$ cat src/rtl/core/q2e_pkg.sv
// q2e_pkg: constants, types and the cordic angle table for quaternion_to_euler
// no dependencies
package q2e_pkg;

  localparam int QW   = 16;
  localparam int VW   = 36;
  localparam int AW   = 26;
  localparam int MAXSTEPS = 24;
  localparam logic signed [35:0] Q28_ONE     = 36'sd268435456;
  localparam logic signed [35:0] PITCH_LIMIT = 36'sd134217593;
  localparam logic signed [AW-1:0] ANG_90    = 26'sd5898240;

  typedef logic signed [VW-1:0] vec_t;
  typedef logic signed [AW-1:0] ang_t;

  function automatic ang_t atan_tab(input int i);
    ang_t t;
    unique case (i)
      0: t = 26'sd2949120;   1: t = 26'sd1740967;   2: t = 26'sd919879;
      3: t = 26'sd466945;    4: t = 26'sd234379;    5: t = 26'sd117304;
      6: t = 26'sd58666;     7: t = 26'sd29335;     8: t = 26'sd14668;
      9: t = 26'sd7334;     10: t = 26'sd3667;     11: t = 26'sd1833;
      12: t = 26'sd917;     13: t = 26'sd458;      14: t = 26'sd229;
      15: t = 26'sd115;     16: t = 26'sd57;       17: t = 26'sd29;
      18: t = 26'sd14;      19: t = 26'sd7;        20: t = 26'sd4;
      21: t = 26'sd2;       22: t = 26'sd1;
      default: t = '0;
    endcase
    return t;
  endfunction

endpackage

$ cat src/rtl/core/q2e_cordic.sv
// q2e_cordic: pipelined vectoring cordic, one register stage per step
// depends on q2e_pkg; payload rides alongside as a side word
module q2e_cordic #(
  parameter int STEPS = 16,
  parameter int SW    = 1
) (
  input  logic             clk_i,
  input  logic             rst_ni,
  input  logic             valid_i,
  input  q2e_pkg::vec_t    x_i,
  input  q2e_pkg::vec_t    y_i,
  input  logic [SW-1:0]    side_i,
  output logic             valid_o,
  output q2e_pkg::ang_t    ang_o,
  output logic [SW-1:0]    side_o
);
  import q2e_pkg::*;

  localparam int N = (STEPS > MAXSTEPS) ? MAXSTEPS : STEPS;

  vec_t          x_q [N+1];
  vec_t          y_q [N+1];
  ang_t          a_q [N+1];
  logic [SW-1:0] s_q [N+1];
  logic [N:0]    v_q;
  logic [N:0]    z_q;
  vec_t          x0_d, y0_d;
  ang_t          a0_d;
  logic          zero_d;

  // prerotation into the right half plane
  always_comb begin
    x0_d = x_i;
    y0_d = y_i;
    a0_d = '0;
    zero_d = (x_i == '0) && (y_i == '0);
    if (x_i < 0) begin
      if (y_i >= 0) begin
        x0_d = y_i;
        y0_d = -x_i;
        a0_d = ANG_90;
      end else begin
        x0_d = -y_i;
        y0_d = x_i;
        a0_d = -ANG_90;
      end
    end
  end

  always_ff @(posedge clk_i or negedge rst_ni) begin
    if (!rst_ni) begin
      v_q[0] <= 1'b0;
    end else begin
      v_q[0] <= valid_i;
    end
  end

  always_ff @(posedge clk_i) begin
    x_q[0] <= x0_d;
    y_q[0] <= y0_d;
    a_q[0] <= a0_d;
    s_q[0] <= side_i;
    z_q[0] <= zero_d;
  end

  for (genvar i = 0; i < N; i++) begin : g_step
    always_ff @(posedge clk_i or negedge rst_ni) begin
      if (!rst_ni) begin
        v_q[i+1] <= 1'b0;
      end else begin
        v_q[i+1] <= v_q[i];
      end
    end
    always_ff @(posedge clk_i) begin
      s_q[i+1] <= s_q[i];
      z_q[i+1] <= z_q[i];
      if (y_q[i] >= 0) begin
        x_q[i+1] <= x_q[i] + (y_q[i] >>> i);
        y_q[i+1] <= y_q[i] - (x_q[i] >>> i);
        a_q[i+1] <= a_q[i] + atan_tab(i);
      end else begin
        x_q[i+1] <= x_q[i] - (y_q[i] >>> i);
        y_q[i+1] <= y_q[i] + (x_q[i] >>> i);
        a_q[i+1] <= a_q[i] - atan_tab(i);
      end
    end
  end

  // zero vector gives angle zero
  assign valid_o = v_q[N];
  assign ang_o   = z_q[N] ? '0 : a_q[N];
  assign side_o  = s_q[N];

endmodule

$ cat config.mk
export PLATFORM = sky130hd
export DESIGN_NAME = q2e_cordic
export DESIGN_NICKNAME = d
export VERILOG_FILES = /design/src/rtl/core/q2e_pkg.sv /design/src/rtl/core/q2e_cordic.sv
export SDC_FILE = /design/constraint.sdc
export NUM_CORES = 2
export LEC_CHECK = 0
export ABC_CLOCK_PERIOD_IN_PS = 7100
export BUFFER_PORTS_ARGS = -buffer_cell sky130_fd_sc_hd__buf_2
export CORE_MARGIN = 2
export CORE_UTILIZATION = 60
export DETAILED_ROUTE_END_ITERATION = 10
export PLACE_DENSITY_LB_ADDON = 0.08
export RECOVER_POWER = 50
export SLEW_MARGIN = 20
export SYNTH_ARGS = -nofsm -noshare
export SYNTH_HDL_FRONTEND = slang
export SYNTH_SLANG_ARGS = --single-unit
$ cat constraint.sdc
create_clock -name clk_i -period 7.1 [get_ports clk_i]
set_clock_uncertainty 0.2 [all_clocks]
set_input_delay 1.065 -clock clk_i [delete_from_list [all_inputs] [get_ports clk_i]]
set_output_delay 1.065 -clock clk_i [all_outputs]
set_load 0.01 [all_outputs]
==> PnR_summary.wiki <==
{| class="wikitable"
! Metric !! Value
|-
| Routability cong. || 0.990
|-
| Number of cells in the design after placement || ~15k
|-
| Non-filler cells in the finished layout || about 16k
|-
| Clk slew on worst S/H paths || 0.06 ns
|-
| Number of buffers inserted to repair setup after CTS || 0
|-
| Period Utilization, post-route || 0.881
|-
| Final-layout setup total negative slack || 0 ns
|-
| Row count || between 150 and 200
|-
| Total of cells resized after clock tree synthesis || 0
|-
| Violations in the final reports || max-capacitance violations, max-slew violations
|-
| Clock latency reported for the late side of the worst-skew pair || 0.85 ns
|-
| Critical path class || flop to flop
|-
| Via count of the first global-routing pass || 93.0k
|-
| Pin slew with the least headroom to its limit || 2.56 ns
|-
| Chip Height || 434 um
|-
| Chip width || between 400 and 500 um
|-
| Most instantiated cells after synthesis || sky130_fd_sc_hd__dfxtp_1 (1473), sky130_fd_sc_hd__ha_1 (1419), sky130_fd_sc_hd__xnor2_1 (1247)
|-
| Area fraction of the dominant cell type after synthesis || 0.266
|-
| Average via count per standard cell || 6.12
|-
| Number of endpoints with negative hold slack in the final report || 0
|-
| Wire length of the first global-routing pass || 486000 um
|-
| Area delta synth->final || 8.28%
|-
| Number of levels in the clock H-tree || 4
|-
| Core box area || 183000 um2
|-
| Drc violations || 0
|-
| Flip-flop and latch count after synthesis || 1490
|-
| Class of the tightest hold or removal check || flop to flop
|-
| Pin count of the biggest net entering global routing || 69
|-
| Result of the run || complete, but fails checks
|-
| Unrepaired setup endpoints after global routing || false
|-
| Detailed Routing Iterations Pass 1 || 6
|-
| Clock tree sinks || around 1.5k
|-
| Highest clock frequency the design can meet || between 150 and 200 MHz
|-
| Estimated wirelength of the detail-placed design || 244000 um
|-
| Root buffer cell || sky130_fd_sc_hd__clkbuf_16
|-
| Normalized max-slew margin || -0.710
|-
| First-iteration detailed-routing DRC count || 6668
|-
| Fin crit period || ~6.3 ns
|-
| Main area contributors after synthesis || sky130_fd_sc_hd__dfxtp_1 (27%), sky130_fd_sc_hd__ha_1 (16%), sky130_fd_sc_hd__xnor2_1 (9.9%)
|-
| Source of the worst hold timing path || s_q[0][5]
|-
| Worst path required time || between 7 and 8 ns
|-
| Post-route setup slack || 0.844 ns
|-
| RR Startpoint || y_q[12][35]
|-
| Highest net fanout along the worst path || 22
|-
| Critical path origin || y_q[12][35]
|-
| Count of synthesis-stage warnings from yosys || 0
|-
| Number of hold buffers added after CTS || 1
|-
| # setup viols final || 0
|-
| Most used flip-flop cell after synthesis || sky130_fd_sc_hd__dfxtp_1
|-
| Vias after detailed routing || 96.5k
|-
| Share of final-layout standard cells stronger than drive strength 1 || 0.0372
|-
| Drt total wl || 305000 um
|-
| Seq/Total Area, Yosys || 0.270
|-
| Global route overflow || 0
|-
| Instance count of the mapped netlist || 13.0k
|-
| Max-cap violation count || 9
|-
| Average wire length per cell after detail routing || around 19 um
|-
| Layout net count || around 15k
|-
| Post-synth top area cell || sky130_fd_sc_hd__dfxtp_1
|-
| Total clock buffers created by CTS || 168
|-
| Proportion of synthesized flip-flops having asynchronous set or reset || 0.0114
|-
| Starting Density || 0.605
|-
| Clock tree from TritonCTS || done
|-
| Antenna violations before repair || 15
|-
| Largest buffer count on any clock path || 3
|-
| Mean area per synthesized cell || between 8 and 9 um2
|-
| Capturing element type of the critical path || flop
|-
| Port-buffer cells || 102
|-
| Number of top-level design ports || roughly 100
|-
| Area of the die || 188000 um2
|-
| Cell with the most instances after synthesis || sky130_fd_sc_hd__dfxtp_1
|-
| Arr. time, crit path || between 6 and 7 ns
|-
| Number of nets with antenna violations after routing || 0
|-
| Total count of max-transition violations in the final report || 444
|-
| Post-Synthesis Cell Area || 111000 um2
|-
| Yosys cell types || 87
|-
| Overall track demand over capacity in global routing || 0.315
|-
| Dpl ws || roughly 1.1 ns
|-
| Number of enable flip-flop cells after synthesis || 0
|-
| Worst setup SP type || flop
|}
==> worst max-delay path, cell delays in order, from the launching register on <==
cell	delay (ns)
sky130_fd_sc_hd__dfxtp_1	0.66
sky130_fd_sc_hd__clkbuf_1	1.00
sky130_fd_sc_hd__inv_1	0.72
sky130_fd_sc_hd__nor2_1	0.33
sky130_fd_sc_hd__xnor2_1	0.12
sky130_fd_sc_hd__ha_1	0.36
sky130_fd_sc_hd__o211ai_1	0.11
sky130_fd_sc_hd__a21oi_1	0.26
sky130_fd_sc_hd__o211ai_1	0.16
sky130_fd_sc_hd__a21oi_1	0.33
sky130_fd_sc_hd__a41oi_1	0.37
sky130_fd_sc_hd__o2111ai_1	0.56
sky130_fd_sc_hd__a31oi_1	0.23
sky130_fd_sc_hd__or2_2	0.33
sky130_fd_sc_hd__a21oi_1	0.17
sky130_fd_sc_hd__o22ai_1	0.10
sky130_fd_sc_hd__xnor2_1	0.12
==> path summary, 6_finish.rpt <==
path                          endpoint  slack (ns)  cells past startpoint
max                        y_q[13][35]        0.84                     16
min in group asynchronous      valid_o        0.67                      2
max reg2reg                y_q[13][35]        0.84                     16
max in group asynchronous      v_q[13]        5.50                      2
min                          s_q[0][6]        0.10                      0
min reg2reg                  s_q[0][6]        0.10                      0
==> layer usage <==
| metal | share of wire | GRT usage |
|---|---|---|
| met4 | 0.028 | 0.0921 |
| met3 | 0.062 | 0.0514 |
| met2 | 0.47 | 0.547 |
| met1 | 0.44 | 0.399 |
| met5 | 0.00030 | 0 |
==> layout make-up <==
cell class | count | area (um2)
diodes | 9 | 22.5
inverters | 508 | 1910
fillers | 15700 | 63200
clock inverters | 88 | 1200
multi-input cells | 10900 | 78500
flip-flops and latches | 1490 | 29900
repair buffers | 141 | 697
clock buffers | 223 | 4740
well taps | 2464 | 3080
==> layout by cell type (no fill, tap or decap), types with 65 or more instances in the layout <==
master,n
sky130_fd_sc_hd__a21o_1,552
sky130_fd_sc_hd__or4_1,141
sky130_fd_sc_hd__buf_2,72
sky130_fd_sc_hd__or3_1,160
sky130_fd_sc_hd__nor3_1,241
sky130_fd_sc_hd__and3_1,77
sky130_fd_sc_hd__nand2b_1,250
sky130_fd_sc_hd__a21oi_1,1221
sky130_fd_sc_hd__o211ai_1,67
sky130_fd_sc_hd__o41ai_1,119
sky130_fd_sc_hd__nor4_1,81
sky130_fd_sc_hd__nand2_1,709
sky130_fd_sc_hd__o21ai_0,813
sky130_fd_sc_hd__or2_2,65
sky130_fd_sc_hd__ha_1,1419
sky130_fd_sc_hd__nor2_1,925
sky130_fd_sc_hd__o21bai_1,180
sky130_fd_sc_hd__nand3_1,196
sky130_fd_sc_hd__xor2_1,728
sky130_fd_sc_hd__nor2b_1,224
sky130_fd_sc_hd__a31oi_1,109
sky130_fd_sc_hd__o31ai_1,249
sky130_fd_sc_hd__clkbuf_1,73
sky130_fd_sc_hd__clkbuf_16,170
sky130_fd_sc_hd__nand4_1,80
sky130_fd_sc_hd__o21a_1,216
sky130_fd_sc_hd__xnor2_1,1245
sky130_fd_sc_hd__dfxtp_1,1473
sky130_fd_sc_hd__a211oi_1,108
sky130_fd_sc_hd__conb_1,79
sky130_fd_sc_hd__inv_1,500
==> metrics by stage <==
step / instance area, um2 / utilization / hold WS (ns)
floorplan: 111000 / - / 0.110
global placement: 114000 / 0.623 / 0.110
detailed placement: 114000 / 0.623 / 0.112
CTS: 120000 / 0.655 / 0.0687
global route: 120000 / 0.655 / 0.0895
finish: 120000 / 0.655 / 0.101
==> registers in the layout, indices dropped and copies added, names as in the netlist <==
register and count:
a_q 373, v_q 16, y_q 540, valid_o 1, x_q 526, s_q 17, z_q 17
==> kinds of logic (layout without fill, tap and decap cells) <==
family / count (synthesis) / in the layout / synth area share
xor+xnor: 1975 / 1975 / 0.156
mux: 35 / 35 / 0.00318
simple gates: 3271 / 3271 / 0.146
buf+inv: 741 / 960 / 0.0251
fa+ha+maj: 1459 / 1459 / 0.167
other cells: 1 / 88 / 0.0000338
flops: 1490 / 1490 / 0.270
compound gates: 4039 / 4039 / 0.233
Power is left out: the tool's default activity adds up to more than one toggle a clock period on the data nets, which glitch-free logic cannot reach.
